File: src/design/iqnco_pkg.sv
// Package for the IQ NCO frequency shifter: widths, constants, sample type
// and the fixed-point rounding and saturation helpers.
// No dependencies.
package iqnco_pkg;

	localparam int SAMPLE_WIDTH = 16;
	localparam int TMP_WIDTH    = SAMPLE_WIDTH + 3;
	localparam int QUEUE_DEPTH  = 2;
	localparam int QPTR_WIDTH   = $clog2(QUEUE_DEPTH);
	localparam int QCNT_WIDTH   = $clog2(QUEUE_DEPTH + 1);

	// register indexes
	localparam logic REG_ROT_COS = 1'b0;
	localparam logic REG_ROT_SIN = 1'b1;

	// Q2.30 constants
	localparam logic signed [31:0] ONE_Q30       = 32'sd1073741824;
	localparam logic signed [39:0] GAIN_BIAS_Q30 = 40'sd2093796557;
	localparam logic signed [31:0] MIX_SCALE_Q30 = 32'sd1181116006;
	localparam logic signed [63:0] HALF_LSB      = 64'sd536870912;

	localparam logic signed [39:0] S32_MAX = 40'sd2147483647;
	localparam logic signed [39:0] S32_MIN = -40'sd2147483648;
	localparam logic signed [39:0] SMP_MAX = 40'((64'sd1 <<< (SAMPLE_WIDTH - 1)) - 64'sd1);
	localparam logic signed [39:0] SMP_MIN = -SMP_MAX - 40'sd1;

	typedef struct packed {
		logic signed [SAMPLE_WIDTH-1:0] si;
		logic signed [SAMPLE_WIDTH-1:0] sq;
	} sample_t;

	// round half up, dropping 30 fraction bits (floor shift)
	function automatic logic signed [33:0] rnd30(input logic signed [63:0] p);
		logic signed [63:0] s;
		s = p + HALF_LSB;
		return s[63:30];
	endfunction

	function automatic logic signed [31:0] sat32(input logic signed [39:0] x);
		if (x > S32_MAX)
			return 32'sh7fffffff;
		else if (x < S32_MIN)
			return 32'sh80000000;
		else
			return x[31:0];
	endfunction

	function automatic logic signed [SAMPLE_WIDTH-1:0] sat_smp(input logic signed [39:0] x);
		if (x > SMP_MAX)
			return SMP_MAX[SAMPLE_WIDTH-1:0];
		else if (x < SMP_MIN)
			return SMP_MIN[SAMPLE_WIDTH-1:0];
		else
			return x[SAMPLE_WIDTH-1:0];
	endfunction

endpackage

File: src/design/iqnco_if.sv
// Valid/ready channel interfaces for the input samples and the shifted results.
// Depends on iqnco_pkg.
interface iqnco_in_if;
	import iqnco_pkg::*;
	logic                           valid;
	logic                           ready;
	logic signed [SAMPLE_WIDTH-1:0] sample_i;
	logic signed [SAMPLE_WIDTH-1:0] sample_q;
	modport source (output valid, output sample_i, output sample_q, input ready);
	modport sink   (input valid, input sample_i, input sample_q, output ready);
endinterface

interface iqnco_out_if;
	import iqnco_pkg::*;
	logic                           valid;
	logic                           ready;
	logic signed [SAMPLE_WIDTH-1:0] out_i;
	logic signed [SAMPLE_WIDTH-1:0] out_q;
	modport source (output valid, output out_i, output out_q, input ready);
	modport sink   (input valid, input out_i, input out_q, output ready);
endinterface

File: src/design/iqnco_front.sv
// Front end: accepts input transactions into a short sample queue.
// Depends on iqnco_pkg and iqnco_in_if.
module iqnco_front (
	input  logic                clk,
	input  logic                arst_n,
	iqnco_in_if.sink            in_ch,
	output logic                q_valid,
	output iqnco_pkg::sample_t  q_item,
	input  logic                q_pop
);
	import iqnco_pkg::*;

	sample_t                 mem [QUEUE_DEPTH];
	logic [QPTR_WIDTH-1:0]   wr_ptr_q;
	logic [QPTR_WIDTH-1:0]   rd_ptr_q;
	logic [QCNT_WIDTH-1:0]   cnt_q;
	logic                    push;
	logic                    pop;

	assign in_ch.ready = (cnt_q != QCNT_WIDTH'(QUEUE_DEPTH));
	assign push        = in_ch.valid && in_ch.ready;
	assign q_valid     = (cnt_q != '0);
	assign pop         = q_pop && q_valid;
	assign q_item      = mem[rd_ptr_q];

	// pointers and fill count
	always_ff @(posedge clk or negedge arst_n) begin
		if (!arst_n) begin
			wr_ptr_q <= '0;
			rd_ptr_q <= '0;
			cnt_q    <= '0;
		end else begin
			if (push)
				wr_ptr_q <= (wr_ptr_q == QPTR_WIDTH'(QUEUE_DEPTH - 1)) ? '0 : wr_ptr_q + 1'b1;
			if (pop)
				rd_ptr_q <= (rd_ptr_q == QPTR_WIDTH'(QUEUE_DEPTH - 1)) ? '0 : rd_ptr_q + 1'b1;
			if (push && !pop)
				cnt_q <= cnt_q + 1'b1;
			else if (pop && !push)
				cnt_q <= cnt_q - 1'b1;
		end
	end

	// queue storage
	always_ff @(posedge clk) begin
		if (push)
			mem[wr_ptr_q] <= '{si: in_ch.sample_i, sq: in_ch.sample_q};
	end

endmodule

File: src/design/iqnco_back.sv
// Back end: 16-step sequencer around one shared 32x32 multiplier that rotates
// the oscillator, renormalizes it, mixes the sample and holds the result register.
// Depends on iqnco_pkg and iqnco_out_if.
module iqnco_back (
	input  logic                clk,
	input  logic                arst_n,
	input  logic                q_valid,
	input  iqnco_pkg::sample_t  q_item,
	output logic                q_pop,
	input  logic signed [31:0]  rot_cos,
	input  logic signed [31:0]  rot_sin,
	iqnco_out_if.source         out_ch
);
	import iqnco_pkg::*;

	typedef enum logic {IDLE, RUN} state_t;
	typedef enum logic [3:0] {
		S_VQC, S_VIS, S_VIC, S_VQS, S_VQQ, S_VII, S_GAIN, S_NQ,
		S_NI, S_MA1, S_MA2, S_MB1, S_MB2, S_SCA, S_SCB, S_DONE
	} step_t;

	state_t                         state_q;
	step_t                          step_q;
	logic signed [31:0]             vi_q, vq_q;
	logic signed [SAMPLE_WIDTH-1:0] si_q, sq_q;
	logic signed [63:0]             p_q;
	logic signed [33:0]             ra_q;
	logic signed [31:0]             oq_q, oi_q, gain_q;
	logic signed [63:0]             acc_q;
	logic signed [TMP_WIDTH-1:0]    ta_q, tb_q;
	logic signed [SAMPLE_WIDTH-1:0] yi_q;
	logic                           ov_q;
	logic signed [SAMPLE_WIDTH-1:0] out_i_q, out_q_q;
	logic signed [31:0]             mul_a, mul_b;
	logic signed [33:0]             rp;
	logic                           run, ld_out;

	assign run    = (state_q == RUN);
	assign ld_out = run && (step_q == S_DONE) && (!ov_q || out_ch.ready);
	assign q_pop  = q_valid && (state_q == IDLE || ld_out);
	assign rp     = rnd30(p_q);

	assign out_ch.valid = ov_q;
	assign out_ch.out_i = out_i_q;
	assign out_ch.out_q = out_q_q;

	// multiplier operand select
	always_comb begin
		unique case (step_q)
			S_VQC:  begin mul_a = vq_q;        mul_b = rot_cos;       end
			S_VIS:  begin mul_a = vi_q;        mul_b = rot_sin;       end
			S_VIC:  begin mul_a = vi_q;        mul_b = rot_cos;       end
			S_VQS:  begin mul_a = vq_q;        mul_b = rot_sin;       end
			S_VQQ:  begin mul_a = vq_q;        mul_b = vq_q;          end
			S_VII:  begin mul_a = vi_q;        mul_b = vi_q;          end
			S_NQ:   begin mul_a = gain_q;      mul_b = oq_q;          end
			S_NI:   begin mul_a = gain_q;      mul_b = oi_q;          end
			S_MA1:  begin mul_a = 32'(si_q);   mul_b = oq_q;          end
			S_MA2:  begin mul_a = 32'(sq_q);   mul_b = oi_q;          end
			S_MB1:  begin mul_a = 32'(sq_q);   mul_b = oq_q;          end
			S_MB2:  begin mul_a = 32'(si_q);   mul_b = oi_q;          end
			S_SCA:  begin mul_a = 32'(ta_q);   mul_b = MIX_SCALE_Q30; end
			S_SCB:  begin mul_a = 32'(tb_q);   mul_b = MIX_SCALE_Q30; end
			S_GAIN, S_DONE: begin mul_a = '0;  mul_b = '0;            end
		endcase
	end

	// sequencer, oscillator state and result valid
	always_ff @(posedge clk or negedge arst_n) begin
		if (!arst_n) begin
			state_q <= IDLE;
			step_q  <= S_VQC;
			vi_q    <= ONE_Q30;
			vq_q    <= '0;
			ov_q    <= 1'b0;
		end else begin
			if (ld_out)
				ov_q <= 1'b1;
			else if (out_ch.ready)
				ov_q <= 1'b0;

			if (q_pop) begin
				state_q <= RUN;
				step_q  <= S_VQC;
			end else if (ld_out) begin
				state_q <= IDLE;
			end else if (run && step_q != S_DONE) begin
				step_q <= step_t'(step_q + 4'd1);
			end

			// renormalized oscillator, product of the previous step
			if (run && step_q == S_NI)
				vq_q <= sat32(40'(rp));
			if (run && step_q == S_MA1)
				vi_q <= sat32(40'(rp));
		end
	end

	// datapath: product register and per-step accumulation
	always_ff @(posedge clk) begin
		// last product is held while the finished result waits for the output
		if (!(run && step_q == S_DONE))
			p_q <= mul_a * mul_b;
		if (q_pop) begin
			si_q <= q_item.si;
			sq_q <= q_item.sq;
		end
		if (ld_out) begin
			out_i_q <= yi_q;
			out_q_q <= sat_smp(40'(rp));
		end
		if (run) begin
			unique case (step_q)
				S_VIS, S_VQS, S_VII: ra_q <= rp;
				S_VIC:  oq_q   <= sat32(40'(ra_q) - 40'(rp));
				S_VQQ:  oi_q   <= sat32(40'(ra_q) + 40'(rp));
				S_GAIN: gain_q <= sat32(GAIN_BIAS_Q30 - (40'(ra_q) + 40'(rp)));
				S_MA2, S_MB2: acc_q <= p_q;
				S_MB1:  ta_q   <= TMP_WIDTH'(rnd30(acc_q + p_q));
				S_SCA:  tb_q   <= TMP_WIDTH'(rnd30(acc_q - p_q));
				S_SCB:  yi_q   <= sat_smp(40'(rp));
				S_VQC, S_NQ, S_NI, S_MA1, S_DONE: ;
			endcase
		end
	end

endmodule

File: src/design/iq_nco_frequency_shifter.sv
// Top level of the IQ NCO frequency shifter: configuration registers, front
// queue and back-end sequencer. Depends on iqnco_pkg, iqnco_if, iqnco_front, iqnco_back.
// Usage:
//   in_ch carries one complex sample (sample_i, sample_q) per transaction;
//   out_ch returns one shifted pair (out_i, out_q) per input, in order.
//   cfg_we/cfg_index/cfg_wdata write rot_cos (index 0) and rot_sin (index 1),
//   cosine and sine of the per-sample phase step in signed Q2.30.
// Timing:
//   Each sample runs through the back-end step sequence, paced by the single
//   shared 32x32 multiplier doing 14 products in sequence. The back end works
//   on one sample at a time and pops the next as the result loads the output
//   register. An accepted sample passes the queue, the steps and that register
//   before out_ch.valid. A two-entry queue in front takes new samples meanwhile.
// Reset:
//   arst_n clears the queue and the result valid flag, sets the oscillator to
//   (1.0, 0) and the phase step to cos 1.0, sin 0.
// Stall:
//   A result waits in the output register while out_ch.ready is low; the back
//   end still computes the next sample and holds at its last step until the
//   register frees. in_ch.ready drops once the queue is full.
module iq_nco_frequency_shifter (
	input  logic        clk,
	input  logic        arst_n,
	iqnco_in_if.sink    in_ch,
	iqnco_out_if.source out_ch,
	input  logic        cfg_we,
	input  logic        cfg_index,
	input  logic [31:0] cfg_wdata
);
	import iqnco_pkg::*;

	logic signed [31:0] rot_cos_q, rot_sin_q;
	logic               q_valid, q_pop;
	sample_t            q_item;

	// configuration registers
	always_ff @(posedge clk or negedge arst_n) begin
		if (!arst_n) begin
			rot_cos_q <= ONE_Q30;
			rot_sin_q <= '0;
		end else if (cfg_we) begin
			unique case (cfg_index)
				REG_ROT_COS: rot_cos_q <= cfg_wdata;
				REG_ROT_SIN: rot_sin_q <= cfg_wdata;
			endcase
		end
	end

	iqnco_front u_front (
		.clk     (clk),
		.arst_n  (arst_n),
		.in_ch   (in_ch),
		.q_valid (q_valid),
		.q_item  (q_item),
		.q_pop   (q_pop)
	);

	iqnco_back u_back (
		.clk     (clk),
		.arst_n  (arst_n),
		.q_valid (q_valid),
		.q_item  (q_item),
		.q_pop   (q_pop),
		.rot_cos (rot_cos_q),
		.rot_sin (rot_sin_q),
		.out_ch  (out_ch)
	);

endmodule
File: src/flat_wrapper.sv
// flat-port wrapper written by rule: the top's interface ports become plain ports
module iq_nco_frequency_shifter_flat import iqnco_pkg::*;
  (clk, arst_n, cfg_we, cfg_index, cfg_wdata, in_ch_valid, in_ch_sample_i, in_ch_sample_q, in_ch_ready, out_ch_valid, out_ch_out_i, out_ch_out_q, out_ch_ready);
  iqnco_in_if in_ch_i ();
  iqnco_out_if out_ch_i ();
  input  logic clk;
  input  logic arst_n;
  input  logic cfg_we;
  input  logic cfg_index;
  input  logic [31:0] cfg_wdata;
  input wire logic [$bits(in_ch_i.valid)-1:0] in_ch_valid;
  input wire logic [$bits(in_ch_i.sample_i)-1:0] in_ch_sample_i;
  input wire logic [$bits(in_ch_i.sample_q)-1:0] in_ch_sample_q;
  output wire logic [$bits(in_ch_i.ready)-1:0] in_ch_ready;
  output wire logic [$bits(out_ch_i.valid)-1:0] out_ch_valid;
  output wire logic [$bits(out_ch_i.out_i)-1:0] out_ch_out_i;
  output wire logic [$bits(out_ch_i.out_q)-1:0] out_ch_out_q;
  input wire logic [$bits(out_ch_i.ready)-1:0] out_ch_ready;
  assign in_ch_i.valid = in_ch_valid;
  assign in_ch_i.sample_i = in_ch_sample_i;
  assign in_ch_i.sample_q = in_ch_sample_q;
  assign in_ch_ready = in_ch_i.ready;
  assign out_ch_valid = out_ch_i.valid;
  assign out_ch_out_i = out_ch_i.out_i;
  assign out_ch_out_q = out_ch_i.out_q;
  assign out_ch_i.ready = out_ch_ready;
  iq_nco_frequency_shifter u_core (.clk(clk), .arst_n(arst_n), .in_ch(in_ch_i), .out_ch(out_ch_i), .cfg_we(cfg_we), .cfg_index(cfg_index), .cfg_wdata(cfg_wdata));
endmodule
File: config.mk
export PLATFORM = sky130hd
export DESIGN_NAME = iq_nco_frequency_shifter_flat
export DESIGN_NICKNAME = d
export VERILOG_FILES = /design/src/design/iqnco_pkg.sv /design/src/design/iqnco_if.sv /design/src/design/iqnco_front.sv /design/src/design/iqnco_back.sv /design/src/design/iq_nco_frequency_shifter.sv /design/src/flat_wrapper.sv
export SDC_FILE = /design/constraint.sdc
export NUM_CORES = 2
export LEC_CHECK = 0
export BUFFER_PORTS_ARGS = -buffer_cell sky130_fd_sc_hd__buf_2
export CAP_MARGIN = 10
export CORE_ASPECT_RATIO = 2
export CORE_UTILIZATION = 35
export CTS_CLUSTER_DIAMETER = 100
export DETAILED_ROUTE_END_ITERATION = 10
export SYNTH_ARGS = -nofsm -noshare
export SYNTH_HDL_FRONTEND = slang
export SYNTH_SLANG_ARGS = --single-unit
File: constraint.sdc
create_clock -name clk -period 18.7 [get_ports clk]
set_input_delay 0.935 -clock clk [delete_from_list [all_inputs] [get_ports clk]]
set_output_delay 0.935 -clock clk [all_outputs]
set_load 0.005 [all_outputs]
==> impl_metrics.ini <==
[drt]
drtAntennaViolNets = 0
wirelength_mm = 235.4
dr.pass1.iters = 7
vias_per_cell = 5.429
wl_per_cell_um = 25.65
vias = 49800
drc_errors = 0
drtIter0Drc = 3650

[layout]
final_common_cell = inv_1
final_cell_mix = 1214 x inv_1, 1084 x fa_1, 668 x nand2_1
nFillCells = 18630
drive_gt1_share_pct = 8.280
multi_input_area_um2 = 44490
area.growth.synth_to_final_pct = 9.052
final-seq-area_um2 = 16220
num-nets-final = 8223

[yosys]
synth_fa_ha_area_share_pct = 41.35
synth_edf_count = 425
synthXorXnorAreaFrac_pct = 2.984
yosys.area_share.simple_pct = 11.10
synthMuxAreaShare_pct = 1.976
synth_top_area_share_pct = 32.86
syn_inst = 6612
synth_ff_type = edfxtp_1
synth_top_family_by_area = adder cells
mappedNetlistArea_um2 = 66040
synthDistinctLibCells = 82
synthArstFlopShare_pct = 24.51
syn_area_per_cell_um2 = 9.989
synth-compound-area-share_pct = 9.328
post-synth-top-area-cell = fa_1
synth_area_leaders = fa_1 33%, edfxtp_1 19%, ha_1 8.5%
yosysSeqAreaShare_pct = 24.56
ys.warnings.count = 0
ys_ff_latch = 563
syn_nets = 8214

[clock_tree]
cts_resized = 0
clk_latency_ns = 0.68
cts_buffers = 55
numClockSinks = 563
cts_tree = done
htreeDepth = 2
cts.hold.buffers_added = 0
cts-root-buf = clkbuf_16
post-cts-setup-buffers = 0
cts_buffer_depth = 3
clk_pin_slew_ns = 0.07

[critical_path]
worstPathRequired_ns = 18.99
path_common_cell = fa_1
cp-startpoint = u_core.u_back.step_q[0]
crit_slowest_cell = fa_1
critPathArrivalTime_ns = 12.31
path_class = register to register
r2r_start = u_core.u_back.step_q[0]
crit_fanout = 28
critPathMaxStageDelay_ns = 1.03
end_kind = register
crit_path_start_kind = register

[timing]
tightest_slew_ns = 1.277
max_freq_mhz = 83.18
hold_viol = 0
setup_violations = 0
finalCritPeriodShare_pct = 64.29
fin_setup_tns_ns = 0
skew_ns = 0.04592
slew_headroom_pct = 14.85
period_minus_slack_ns = 12.02
grt_setup_unrepaired = no
slew_viol_final = 0

[grt]
grt_max_degree = 65
grt_pass1_vias = 54500
grt_remaining_overflow = 0
antenna_found_initial = 19
grt_pass1_wl_mm = 345.8
track_usage_pct = 25.04

[die]
core_um2 = 187500
start_util_pct = 35.23
dieArea_um2 = 190500
io_pins = 104
dieWidth_um = 309.2
num_rows = 225
die_y_um = 616.3

[placement]
numPortBuffers = 103
gp_congestion = 0.9895
dp_hpwl_mm = 184.4

[run]
cap_violations = 0

[run_status]
status = finished, final reports clean

[min_path]
hold_path_class = input pin to asynchronous set/reset pin
flip-flops by register name, summed over array words and instances, names as in the netlist, 34 cells and up:
register,count
u_core.u_back.acc_q,49
u_core.u_back.p_q,64
u_core.u_front.mem,64
u_core.u_back.ra_q,34
worst max-delay path: cells and delay by family (launching register included):
family | cells | cell delay [ns]
adder cells (fa/ha/maj) | 10 | 5.26
AO/OA/AOI/OAI | 4 | 2.04
AND/OR/NAND/NOR | 5 | 1.97
XOR/XNOR | 1 | 0.96
buffers and inverters | 5 | 0.80
flip-flops | 1 | 0.42
multiplexers | 1 | 0.12
per-stage QoR:
step	worst slack (ns)	hold slack [ns]	area [um2]	std cells	utilization [%]
after floorplan	9.166	0.4003	66040	6612	-
after global placement	7.242	0.4024	70050	9056	37.36
after detailed placement	6.891	0.4045	70060	9057	37.37
after CTS	6.836	0.1808	71950	9160	38.37
after global routing	6.057	0.2022	72000	9165	38.40
final	6.678	0.1714	72020	9174	38.41
per-layer routing:
metal / wire length [um] / part of all wire [%] / track usage (%)
met5: 132 / 0.056 / 0
met1: 69660 / 30 / 22.79
met4: 27660 / 12 / 23.85
met2: 124200 / 53 / 46.07
met3: 13660 / 5.8 / 4.174
path summary, 6_finish.rpt:
| check | to | slack [ns] | cells after the start |
|---|---|---|---|
| max | u_core.u_back.p_q[44] | 6.68 | 26 |
| min | u_core.u_front.wr_ptr_q | 0.17 | 1 |
| max reg2reg | u_core.u_back.p_q[44] | 6.68 | 26 |
| min reg2reg | u_core.u_back.out_ch.out_i[6] | 0.42 | 0 |
| max in group asynchronous | u_core.rot_sin_q[28] | 17.35 | 2 |
| min in group clk | u_core.u_back.out_ch.out_i[6] | 0.42 | 0 |
cell families (layout without fill, tap and decap cells):
kind of cell	count (synthesis)	after routing
adders and majority gates	1532	1532
DFF	563	563
xor gates and xnor gates	225	225
buffers and inverters	1522	1577
other	0	10
muxes	117	117
and+or+nand+nor	1711	1711
AOI/OAI and AO/OA	942	942
Yosys cell counts (8+ instances only):
master and n:
xnor2_1 155, ha_1 448, a21oi_1 207, nand2b_1 39
a211oi_1 18, o41ai_1 12, or4_1 11, mux2_2 107
a31oi_1 19, or2_2 20, a41oi_1 8, xor2_1 70
fa_1 1084, o211ai_1 21, a21o_1 72, edfxtp_1 425
a211o_1 10, o22a_1 15, inv_1 1214, and2_1 31
buf_1 14, nand4_1 28, nand3_1 77, and4_1 8
a22oi_1 51, dfrtp_1 136, nor3_1 58, nand2_1 669
o211a_1 9, a22o_1 15, a222oi_1 50, o21a_1 39
o22ai_1 18, clkbuf_1 281, nor2_1 641, mux2i_1 10
o2111ai_1 8, o21bai_1 20, o21ai_1 40, nor4_1 12
o31ai_1 12, o21ai_0 243, nor2b_1 31, or3_1 13
and3_1 53
cell type report:
class                   instances  share of cell area, %
clock buffers                  58                  1.927
repair buffers                260                  2.392
diodes                         10                0.03474
multi-input cells            4527                  61.77
inverters                    1214                  6.327
clock inverters                45                 0.6949
flip-flops and latches        563                  22.52
well taps                    2497                  4.338
Power is not shown: default switching activity piles up to over one toggle a cycle in this logic, so the estimate is an artifact.
